File: src/hdl/periodic_task_scheduler_top_defines.svh
// Assertion macros for the periodic task scheduler.
// Depends on nothing; included by the top level only.
`ifndef PERIODIC_TASK_SCHEDULER_TOP_DEFINES_SVH
`define PERIODIC_TASK_SCHEDULER_TOP_DEFINES_SVH
`ifndef SYNTHESIS
`define PSC_ASSERT_IMP(label, clk, rst_n, ante, cons, msg) \
    label: assert property (@(posedge clk) disable iff (!rst_n) (ante) |-> (cons)) \
        else $error(msg);
`define PSC_ASSERT_NEXT(label, clk, rst_n, ante, cons, msg) \
    label: assert property (@(posedge clk) disable iff (!rst_n) (ante) |=> (cons)) \
        else $error(msg);
`else
`define PSC_ASSERT_IMP(label, clk, rst_n, ante, cons, msg)
`define PSC_ASSERT_NEXT(label, clk, rst_n, ante, cons, msg)
`endif
`endif

File: src/hdl/psc_pkg.sv
// Shared types, codes and constants of the periodic task scheduler.
// Used by psc_cell, psc_eval and periodic_task_scheduler_top.
package psc_pkg;

    localparam int SLOT_W       = 4;
    localparam int DATA_W       = 32;
    localparam int SLEEP_W      = 10;
    localparam int CMD_W        = 3;
    localparam int MAX_SCAN     = 16;
    localparam int NUM_SLOTS_DEF = 16;

    localparam logic [SLEEP_W-1:0] SLEEP_CAP = 10'd1000;

    localparam logic [CMD_W-1:0] CMD_ADD    = 3'd0;
    localparam logic [CMD_W-1:0] CMD_REMOVE = 3'd1;
    localparam logic [CMD_W-1:0] CMD_TICK   = 3'd2;
    localparam logic [CMD_W-1:0] CMD_SLEEP  = 3'd3;
    localparam logic [CMD_W-1:0] CMD_STATS  = 3'd4;

    typedef struct packed {
        logic              valid;
        logic [DATA_W-1:0] mask;
        logic [DATA_W-1:0] interval;
        logic [DATA_W-1:0] last_time;
        logic [DATA_W-1:0] calls;
    } slot_rec_t;

    typedef struct packed {
        slot_rec_t          rec_next;
        logic               hit;
        logic [DATA_W-1:0]  hit_calls;
        logic [SLEEP_W-1:0] wait_next;
    } eval_t;

endpackage

File: src/hdl/psc_cell.sv
// One slot cell of the scheduler ring: holds one task record.
// Depends on psc_pkg.
module psc_cell (
    input  logic                          clk,
    input  logic                          rst_n,
    input  logic                          shift,
    input  psc_pkg::slot_rec_t            rec_in,
    input  logic                          wr_add,
    input  logic                          wr_remove,
    input  logic [psc_pkg::DATA_W-1:0]    add_mask,
    input  logic [psc_pkg::DATA_W-1:0]    add_interval,
    output psc_pkg::slot_rec_t            rec
);

    logic                       valid_reg;
    logic [psc_pkg::DATA_W-1:0] mask_reg;
    logic [psc_pkg::DATA_W-1:0] interval_reg;
    logic [psc_pkg::DATA_W-1:0] last_time_reg;
    logic [psc_pkg::DATA_W-1:0] calls_reg;

    always_ff @(posedge clk or negedge rst_n)
    begin
        if (!rst_n)
        begin
            valid_reg <= 1'b0;
        end
        else if (shift)
        begin
            valid_reg <= rec_in.valid;
        end
        else if (wr_add)
        begin
            valid_reg <= 1'b1;
        end
        else if (wr_remove)
        begin
            valid_reg <= 1'b0;
        end
    end

    // payload: take the neighbor's record or load a new task
    always_ff @(posedge clk)
    begin
        if (shift)
        begin
            mask_reg      <= rec_in.mask;
            interval_reg  <= rec_in.interval;
            last_time_reg <= rec_in.last_time;
            calls_reg     <= rec_in.calls;
        end
        else if (wr_add)
        begin
            mask_reg      <= add_mask;
            interval_reg  <= add_interval;
            last_time_reg <= '0;
            calls_reg     <= '0;
        end
    end

    assign rec.valid     = valid_reg;
    assign rec.mask      = mask_reg;
    assign rec.interval  = interval_reg;
    assign rec.last_time = last_time_reg;
    assign rec.calls     = calls_reg;

endmodule

File: src/hdl/psc_eval.sv
// Head-of-ring evaluator: judges the record at the ring head for one command.
// Depends on psc_pkg.
module psc_eval (
    input  logic [psc_pkg::CMD_W-1:0]   cmd,
    input  logic [psc_pkg::DATA_W-1:0]  now,
    input  logic [psc_pkg::DATA_W-1:0]  run_bits,
    input  logic [psc_pkg::SLEEP_W-1:0] min_wait,
    input  psc_pkg::slot_rec_t          rec,
    output psc_pkg::eval_t              ev
);

    logic                       eligible;
    logic [psc_pkg::DATA_W-1:0] elapsed;
    logic [psc_pkg::DATA_W-1:0] remain;

    assign eligible = rec.valid && ((rec.mask & run_bits) != '0);
    assign elapsed  = now - rec.last_time;
    assign remain   = rec.last_time + rec.interval - now;

    always_comb
    begin
        ev           = '0;
        ev.rec_next  = rec;
        ev.wait_next = min_wait;
        case (cmd)
            psc_pkg::CMD_TICK:
            begin
                if (eligible && (elapsed >= rec.interval))
                begin
                    ev.hit                = 1'b1;
                    ev.hit_calls          = rec.calls + 1'b1;
                    ev.rec_next.last_time = now;
                    ev.rec_next.calls     = rec.calls + 1'b1;
                end
            end
            psc_pkg::CMD_SLEEP:
            begin
                if (eligible)
                begin
                    if (rec.interval == psc_pkg::DATA_W'(1))
                    begin
                        ev.wait_next = '0;
                    end
                    else if (remain < psc_pkg::DATA_W'(min_wait))
                    begin
                        ev.wait_next = remain[psc_pkg::SLEEP_W-1:0];
                    end
                end
            end
            psc_pkg::CMD_STATS:
            begin
                if (rec.valid && (rec.calls != '0))
                begin
                    ev.hit            = 1'b1;
                    ev.hit_calls      = rec.calls;
                    ev.rec_next.calls = '0;
                end
            end
            default:
            begin
                ev.hit = 1'b0;
            end
        endcase
    end

endmodule

File: src/hdl/periodic_task_scheduler_top.sv
// Periodic task scheduler: top level with ring of slot cells and control.
// Depends on psc_pkg, psc_cell, psc_eval and periodic_task_scheduler_top_defines.svh.
//
// The task table sits in a ring of slot cells. Add and remove commands write
// their cell directly, leave busy low and give no result word. A tick, sleep
// query or stats read rotates the whole ring once past a single evaluator at
// the head, one slot per cycle, then passes through a flush state, and holds
// busy through both; the scan is capped at sixteen slots (slots beyond the
// sixteenth are never built). The last word is on the outputs in the same
// cycle that busy falls, and the next command can be taken in that same
// cycle; the rotation length sets the rate of scanning commands. Result
// words leave on result_valid, one cycle each, in ascending slot
// order; the last word of a command carries last. The receiver cannot stall
// the block, so the words must be taken as they come, and a scanning command
// always ends in at least one word. Write the run-state register only while
// busy is low and no result word is still due.
`include "periodic_task_scheduler_top_defines.svh"

module periodic_task_scheduler_top #(
    parameter int NUM_SLOTS = psc_pkg::NUM_SLOTS_DEF
) (
    input  logic                           clk,
    input  logic                           rst_n,
    // command channel
    input  logic                           start,
    output logic                           busy,
    input  logic [psc_pkg::CMD_W-1:0]      cmd,
    input  logic [psc_pkg::SLOT_W-1:0]     slot,
    input  logic [psc_pkg::DATA_W-1:0]     state_mask,
    input  logic [psc_pkg::DATA_W-1:0]     interval,
    input  logic [psc_pkg::DATA_W-1:0]     now,
    // run state register
    input  logic                           cfg_valid,
    output logic                           cfg_ready,
    input  logic [psc_pkg::DATA_W-1:0]     cfg_data,
    // result words
    output logic                           result_valid,
    output logic [psc_pkg::SLOT_W-1:0]     task_slot,
    output logic                           fired,
    output logic [psc_pkg::SLEEP_W-1:0]    sleep_ms,
    output logic [psc_pkg::DATA_W-1:0]     call_count,
    output logic [psc_pkg::DATA_W-1:0]     sleep_total,
    output logic                           last
);

    localparam int SCAN  = (NUM_SLOTS < psc_pkg::MAX_SCAN) ? NUM_SLOTS : psc_pkg::MAX_SCAN;
    localparam int CNT_W = (SCAN > 1) ? $clog2(SCAN) : 1;

    localparam logic [1:0] ST_IDLE  = 2'd0;
    localparam logic [1:0] ST_SCAN  = 2'd1;
    localparam logic [1:0] ST_FLUSH = 2'd2;

    logic [1:0]                     state_reg, state_next;
    logic [CNT_W-1:0]               cnt_reg, cnt_next;
    logic [psc_pkg::CMD_W-1:0]      cmd_reg;
    logic [psc_pkg::DATA_W-1:0]     now_reg;
    logic [psc_pkg::DATA_W-1:0]     run_bits_reg;
    logic [psc_pkg::DATA_W-1:0]     sleep_accum_reg, sleep_accum_next;
    logic [psc_pkg::DATA_W-1:0]     tot_reg;
    logic [psc_pkg::SLEEP_W-1:0]    min_reg;
    logic                           pend_valid_reg, pend_valid_next;
    logic [psc_pkg::SLOT_W-1:0]     pend_slot_reg;
    logic [psc_pkg::DATA_W-1:0]     pend_calls_reg;

    logic                           res_valid_reg, res_valid_next;
    logic [psc_pkg::SLOT_W-1:0]     task_slot_reg, task_slot_next;
    logic                           fired_reg, fired_next;
    logic [psc_pkg::SLEEP_W-1:0]    sleep_ms_reg, sleep_ms_next;
    logic [psc_pkg::DATA_W-1:0]     call_count_reg, call_count_next;
    logic [psc_pkg::DATA_W-1:0]     sleep_total_reg, sleep_total_next;
    logic                           last_reg, last_next;

    logic                           accept;
    logic                           scanning;
    logic                           scan_end;
    logic [psc_pkg::SLEEP_W-1:0]    final_wait;
    psc_pkg::slot_rec_t             cell_rec [SCAN];
    psc_pkg::slot_rec_t             cell_in  [SCAN];
    psc_pkg::eval_t                 ev;

    assign accept    = start && !busy;
    assign busy      = (state_reg != ST_IDLE);
    assign scanning  = (state_reg == ST_SCAN);
    assign scan_end  = (cnt_reg == CNT_W'(SCAN - 1));
    assign cfg_ready = 1'b1;

    // ---------------------------------------------------------------
    // Ring of slot cells: advance one place per scan cycle, the head
    // record passes through the evaluator back into the tail.
    // ---------------------------------------------------------------
    genvar gi;
    generate
        for (gi = 0; gi < SCAN; gi++)
        begin : g_cell
            if (gi == SCAN - 1)
            begin : g_tail
                assign cell_in[gi] = ev.rec_next;
            end
            else
            begin : g_mid
                assign cell_in[gi] = cell_rec[gi+1];
            end

            psc_cell u_cell (
                .clk          (clk),
                .rst_n        (rst_n),
                .shift        (scanning),
                .rec_in       (cell_in[gi]),
                .wr_add       (accept && (cmd == psc_pkg::CMD_ADD) &&
                               (slot == psc_pkg::SLOT_W'(gi))),
                .wr_remove    (accept && (cmd == psc_pkg::CMD_REMOVE) &&
                               (slot == psc_pkg::SLOT_W'(gi))),
                .add_mask     (state_mask),
                .add_interval (interval),
                .rec          (cell_rec[gi])
            );
        end
    endgenerate

    psc_eval u_eval (
        .cmd       (cmd_reg),
        .now       (now_reg),
        .run_bits  (run_bits_reg),
        .min_wait  (min_reg),
        .rec       (cell_rec[0]),
        .ev        (ev)
    );

    // a stopped scheduler reports no wait at all
    assign final_wait = (run_bits_reg == '0) ? '0 : min_reg;

    // ---------------------------------------------------------------
    // Sequencer and result words. A hit is held back one place so the
    // final word of a command can be marked last.
    // ---------------------------------------------------------------
    always_comb
    begin
        state_next       = state_reg;
        cnt_next         = cnt_reg;
        pend_valid_next  = pend_valid_reg;
        sleep_accum_next = sleep_accum_reg;
        res_valid_next   = 1'b0;
        task_slot_next   = '0;
        fired_next       = 1'b0;
        sleep_ms_next    = '0;
        call_count_next  = '0;
        sleep_total_next = '0;
        last_next        = 1'b0;

        case (state_reg)
            ST_IDLE:
            begin
                if (accept && ((cmd == psc_pkg::CMD_TICK) ||
                               (cmd == psc_pkg::CMD_SLEEP) ||
                               (cmd == psc_pkg::CMD_STATS)))
                begin
                    state_next      = ST_SCAN;
                    cnt_next        = '0;
                    pend_valid_next = 1'b0;
                end
            end
            ST_SCAN:
            begin
                if (ev.hit)
                begin
                    pend_valid_next = 1'b1;
                    if (pend_valid_reg)
                    begin
                        res_valid_next   = 1'b1;
                        task_slot_next   = pend_slot_reg;
                        fired_next       = (cmd_reg == psc_pkg::CMD_TICK);
                        call_count_next  = pend_calls_reg;
                        sleep_total_next = (cmd_reg == psc_pkg::CMD_STATS) ? tot_reg : '0;
                    end
                end
                cnt_next = cnt_reg + 1'b1;
                if (scan_end)
                begin
                    state_next = ST_FLUSH;
                end
            end
            ST_FLUSH:
            begin
                res_valid_next = 1'b1;
                last_next      = 1'b1;
                state_next     = ST_IDLE;
                if (pend_valid_reg)
                begin
                    task_slot_next  = pend_slot_reg;
                    call_count_next = pend_calls_reg;
                end
                case (cmd_reg)
                    psc_pkg::CMD_TICK:
                    begin
                        fired_next = pend_valid_reg;
                    end
                    psc_pkg::CMD_SLEEP:
                    begin
                        sleep_ms_next    = final_wait;
                        sleep_accum_next = sleep_accum_reg +
                                           psc_pkg::DATA_W'(final_wait);
                    end
                    psc_pkg::CMD_STATS:
                    begin
                        sleep_total_next = tot_reg;
                        sleep_accum_next = '0;
                    end
                    default:
                    begin
                        res_valid_next = 1'b1;
                    end
                endcase
            end
            default:
            begin
                state_next = ST_IDLE;
            end
        endcase
    end

    always_ff @(posedge clk or negedge rst_n)
    begin
        if (!rst_n)
        begin
            state_reg       <= ST_IDLE;
            cnt_reg         <= '0;
            pend_valid_reg  <= 1'b0;
            res_valid_reg   <= 1'b0;
            run_bits_reg    <= '0;
            sleep_accum_reg <= '0;
        end
        else
        begin
            state_reg       <= state_next;
            cnt_reg         <= cnt_next;
            pend_valid_reg  <= pend_valid_next;
            res_valid_reg   <= res_valid_next;
            sleep_accum_reg <= sleep_accum_next;
            if (cfg_valid && cfg_ready)
            begin
                run_bits_reg <= cfg_data;
            end
        end
    end

    // command payload, scan accumulators and result word
    always_ff @(posedge clk)
    begin
        if (accept)
        begin
            cmd_reg <= cmd;
            now_reg <= now;
            tot_reg <= sleep_accum_reg;
            min_reg <= psc_pkg::SLEEP_CAP;
        end
        else if (scanning)
        begin
            min_reg <= ev.wait_next;
        end
        if (scanning && ev.hit)
        begin
            pend_slot_reg  <= psc_pkg::SLOT_W'(cnt_reg);
            pend_calls_reg <= ev.hit_calls;
        end
        task_slot_reg   <= task_slot_next;
        fired_reg       <= fired_next;
        sleep_ms_reg    <= sleep_ms_next;
        call_count_reg  <= call_count_next;
        sleep_total_reg <= sleep_total_next;
        last_reg        <= last_next;
    end

    assign result_valid = res_valid_reg;
    assign task_slot    = task_slot_reg;
    assign fired        = fired_reg;
    assign sleep_ms     = sleep_ms_reg;
    assign call_count   = call_count_reg;
    assign sleep_total  = sleep_total_reg;
    assign last         = last_reg;

    // ---------------------------------------------------------------
    // Checks
    // ---------------------------------------------------------------
    `PSC_ASSERT_NEXT(a_no_word_after_accept, clk, rst_n, start && !busy, !result_valid,
        "result word right after a command was taken")
    `PSC_ASSERT_IMP(a_last_ends_command, clk, rst_n, result_valid && last, !busy,
        "last word seen while a scan is still running")
    `PSC_ASSERT_IMP(a_count_in_range, clk, rst_n, state_reg == ST_SCAN,
        cnt_reg <= CNT_W'(SCAN - 1), "scan position beyond the ring")
    `PSC_ASSERT_NEXT(a_flush_one_word, clk, rst_n, state_reg == ST_FLUSH,
        result_valid && last && (state_reg == ST_IDLE), "flush did not end the command")

endmodule

File: config.mk
export PLATFORM = sky130hd
export DESIGN_NAME = periodic_task_scheduler_top
export DESIGN_NICKNAME = d
export VERILOG_FILES = /design/src/hdl/psc_pkg.sv /design/src/hdl/psc_cell.sv /design/src/hdl/psc_eval.sv /design/src/hdl/periodic_task_scheduler_top.sv
export VERILOG_INCLUDE_DIRS = /design/src /design/src/hdl
export SDC_FILE = /design/constraint.sdc
export NUM_CORES = 2
export LEC_CHECK = 0
export BUFFER_PORTS_ARGS = -buffer_cell sky130_fd_sc_hd__buf_2
export CAP_MARGIN = 20
export CELL_PAD_IN_SITES_DETAIL_PLACEMENT = 1
export CELL_PAD_IN_SITES_GLOBAL_PLACEMENT = 1
export CORE_ASPECT_RATIO = 0.7
export CORE_UTILIZATION = 30
export CTS_CLUSTER_DIAMETER = 200
export DETAILED_ROUTE_END_ITERATION = 6
export GPL_ROUTABILITY_DRIVEN = 0
export PLACE_DENSITY_LB_ADDON = 0.1
export SETUP_SLACK_MARGIN = 0.05
export SLEW_MARGIN = 25
export SYNTH_ARGS = -nofsm -noshare
export SYNTH_HDL_FRONTEND = slang
export SYNTH_SLANG_ARGS = --single-unit
File: constraint.sdc
create_clock -name clk -period 6.25 [get_ports clk]
set_clock_uncertainty 0.05 [all_clocks]
set_input_delay 1.25 -clock clk [delete_from_list [all_inputs] [get_ports clk]]
set_output_delay 1.25 -clock clk [all_outputs]
set_load 0.1 [all_outputs]
==> impl_metrics.csv <==
group,metric,value,unit
floorplan,fp.dieW,676,µm
floorplan,placementRows,172,
sta,max_freq,171,MHz
sta,period_needed,5.86,ns
routing,drt_iter0_drc,4462,
critical_path,cpMaxStageDelayCell,"edfxtp_1",
cells_and_area,final_common_cell,"nand2_1",
routing,dr_total_vias,57099,
synthesis,synth_edf_count,2151,
clock_tree,cts_tree,"done",
pwr,comb_power_share,0.363,
critical_path,crit_fanout,23,
cells_and_area,drive_gt1_frac,0.106,
pwr,power_density,652,nW/µm²
sta,rsz0062_at_grt,"yes",
floorplan,io_pins,222,
global_routing,overflow,0,
cells_and_area,mostFrequentLayoutCells,"nand2_1 (2,298), edfxtp_1 (2,151), and2_1 (976)",
placed_design,hpwlAfterDp,175,mm
sta,hold_viol_final,0,
critical_path,timing.rr.start,"now_reg[0]",
synthesis,yosys_warnings,0,
placed_design,io_buffers,220,
clock_tree,ctsHoldBuffers,0,
cells_and_area,seqCellArea,68600,µm²
routing,firstDrtPassIters,5,
critical_path,start_kind,"register",
clock_tree,cts.reportedPaths.clkPinSlew,0.06,ns
critical_path,path_delay_family,"compound AO/OA/AOI/OAI gates",
routing,wl_per_cell,22.9,µm
cells_and_area,num-fill-cells,33241,
critical_path,arrival,6.57,ns
clock_tree,clock-sinks,2329,
critical_path,cp-startpoint,"now_reg[0]",
floorplan,initial_core_util,0.303,
clock_tree,cts_root_buf,"clkbuf_16",
cells_and_area,fin_cells,12162,
global_routing,grt_usage,0.171,
routing,routed_via_density,4.69,
routing,routed_wl,278,mm
critical_path,critPathKind,"register to register",
sta,worst_slew_pin_slew,1.12,ns
critical_path,crit_required,6.96,ns
synthesis,synth_area,95500,µm²
floorplan,die_area,321000,µm²
synthesis,synth-seq-area-share,0.718,
synthesis,syn_inst,7522,
cells_and_area,syn_to_final_growth,15.5,%
placed_design,placed_cells,11712,
pwr,p_leak,43.8,nW
worst_hold_path,min_path_type,"primary input to asynchronous set/reset pin",
clock_tree,clkLatencyLatePin,0.93,ns
synthesis,async_reset_ff_frac,0.0378,
sta,slew_headroom,0.251,
synthesis,syn-num-nets,7846,
clock_tree,htreeDepth,4,
pwr,clkPwrFrac,0.204,
pwr,net-switching-power,27.5,mW
critical_path,cp-end-kind,"register",
pwr,ir_worst_vdd,0.471,mV
sta,tns,0,ns
pwr,p_total,71.9,mW
cells_and_area,nNetsFinal,8108,
sta,fin_crit_sh,0.937,
cells_and_area,multi_input_area,24900,µm²
routing,route.detailed.drc,0,
job,max-cap-violations,0,
critical_path,critPathMaxStageDelay,0.42,ns
global_routing,grt_max_degree,253,
sta,setup_viol_count_final,0,
synthesis,avgSynthCellArea,12.7,µm²
floorplan,coreArea,315000,µm²
clock_tree,clockBufferDepth,4,
pwr,power.internal,44.4,mW
synthesis,ys.flop_type,"edfxtp_1",
global_routing,first_global_vias,58748,
routing,antenna_left,0,
sta,finalMaxSlewViolations,0,
pwr,p_sw_frac,0.382,
critical_path,worst-path-buf-inv,6,
pwr,seqPwrFrac,0.434,
synthesis,synth-seq-cells,2329,
clock_tree,cts_buffers,244,
global_routing,grt_first_pass_wirelength,411,mm
synthesis,synth_cell_types,91,
global_routing,antenna_found_initial,48,
floorplan,fp.dieH,474,µm
critical_path,cp_common_cell,"buf_4",
outcome,status,"completed",
## final timing paths
check,endpoint,slack (ns),depth (start not counted)
worst max register to register,pend_calls_reg[25],0.39,25
worst min-delay path,sleep_accum_reg[26],0.33,1
max in group asynchronous,run_bits_reg[20],4.59,2
worst max-delay path,pend_calls_reg[25],0.39,25
worst min register to register,min_reg[2],0.41,2
min in group clk,min_reg[2],0.41,2
## through the flow
stage	util	area, µm²	hold slack, ns	worst slack (ns)
final	0.350	110000	0.335	0.392
after global routing	0.350	110000	0.325	0.0149
after CTS	0.349	110000	0.283	0.128
after detailed placement	0.325	102000	0.404	0.172
after global placement	0.325	102000	0.399	0.289
after floorplan	-	95500	0.385	0.679
## cells by family after synthesis
logic type / share of synthesized area
and+or+nand+nor: 0.178
DFF: 0.718
AOI/OAI and AO/OA: 0.0417
buffers and inverters: 0.0238
adders and majority gates: 0.0268
xor gates and xnor gates: 0.00642
muxes: 0.00509
other: 0.0000393
## cell type report
class / count / area share
Antenna cell: 11 / 0.000250
Clock buffer: 314 / 0.0602
Clock inverter: 123 / 0.0102
Inverter: 213 / 0.00740
Multi-Input combinational cell: 4597 / 0.226
Sequential cell: 2329 / 0.622
Tap cell: 4176 / 0.0474
Timing Repair Buffer: 399 / 0.0268
## synthesized netlist by cell type, types with 11 or more instances
| cell | instances | area share |
|---|---|---|
| nand2_1 | 2314 | 0.091 |
| nand3_1 | 39 | 0.0020 |
| o211ai_1 | 19 | 0.0015 |
| a22oi_1 | 17 | 0.0013 |
| buf_2 | 13 | 0.00068 |
| clkbuf_1 | 346 | 0.014 |
| nor2_1 | 106 | 0.0042 |
| inv_1 | 211 | 0.0083 |
| xnor2_1 | 52 | 0.0048 |
| o21a_1 | 26 | 0.0020 |
| xor2_1 | 18 | 0.0017 |
| nor3b_1 | 20 | 0.0016 |
| o221a_2 | 17 | 0.0020 |
| nor4_1 | 38 | 0.0025 |
| a31oi_1 | 15 | 0.00098 |
| nor3_1 | 36 | 0.0019 |
| a21oi_1 | 213 | 0.011 |
| or3_1 | 23 | 0.0015 |
| fa_1 | 33 | 0.0069 |
| mux2_2 | 37 | 0.0044 |
| dfxtp_1 | 90 | 0.019 |
| and3_1 | 26 | 0.0017 |
| edfxtp_1 | 2151 | 0.68 |
| ha_1 | 152 | 0.020 |
| a21o_1 | 54 | 0.0042 |
| nand4_1 | 29 | 0.0019 |
| buf_1 | 22 | 0.00086 |
| and2_1 | 976 | 0.064 |
| dfrtp_1 | 88 | 0.023 |
| nand2b_1 | 17 | 0.0011 |
| o22a_1 | 16 | 0.0015 |
| o21ai_0 | 127 | 0.0067 |
| o21bai_1 | 11 | 0.00086 |
| nor2b_1 | 22 | 0.0014 |
## power by group through the flow
stage | combinational, mW | sequential (mW) | clock, mW
final | 26.1 | 31.2 | 14.6
after global routing | 29.1 | 32.0 | 15.6
after CTS | 26.6 | 31.3 | 15.1
after detailed placement | 26.4 | 31.4 | 0
after global placement | 26.1 | 31.4 | 0
after floorplan | 16.0 | 31.0 | 0
## repair_timing
item,in CTS,in global routing
setup buffers,0,1
gates resized for setup,0,14
setup endpoints to repair,0,171
## per-layer routing
layer  up-vias  wire, µm  GRT usage
li1      26358         -          -
met5         -         0          0
met1     29351    144000      0.267
met4         0      5910     0.0377
met2      1020    115000      0.246
met3       370     12800     0.0272
Note: power is estimated with default switching activity, not from simulation.
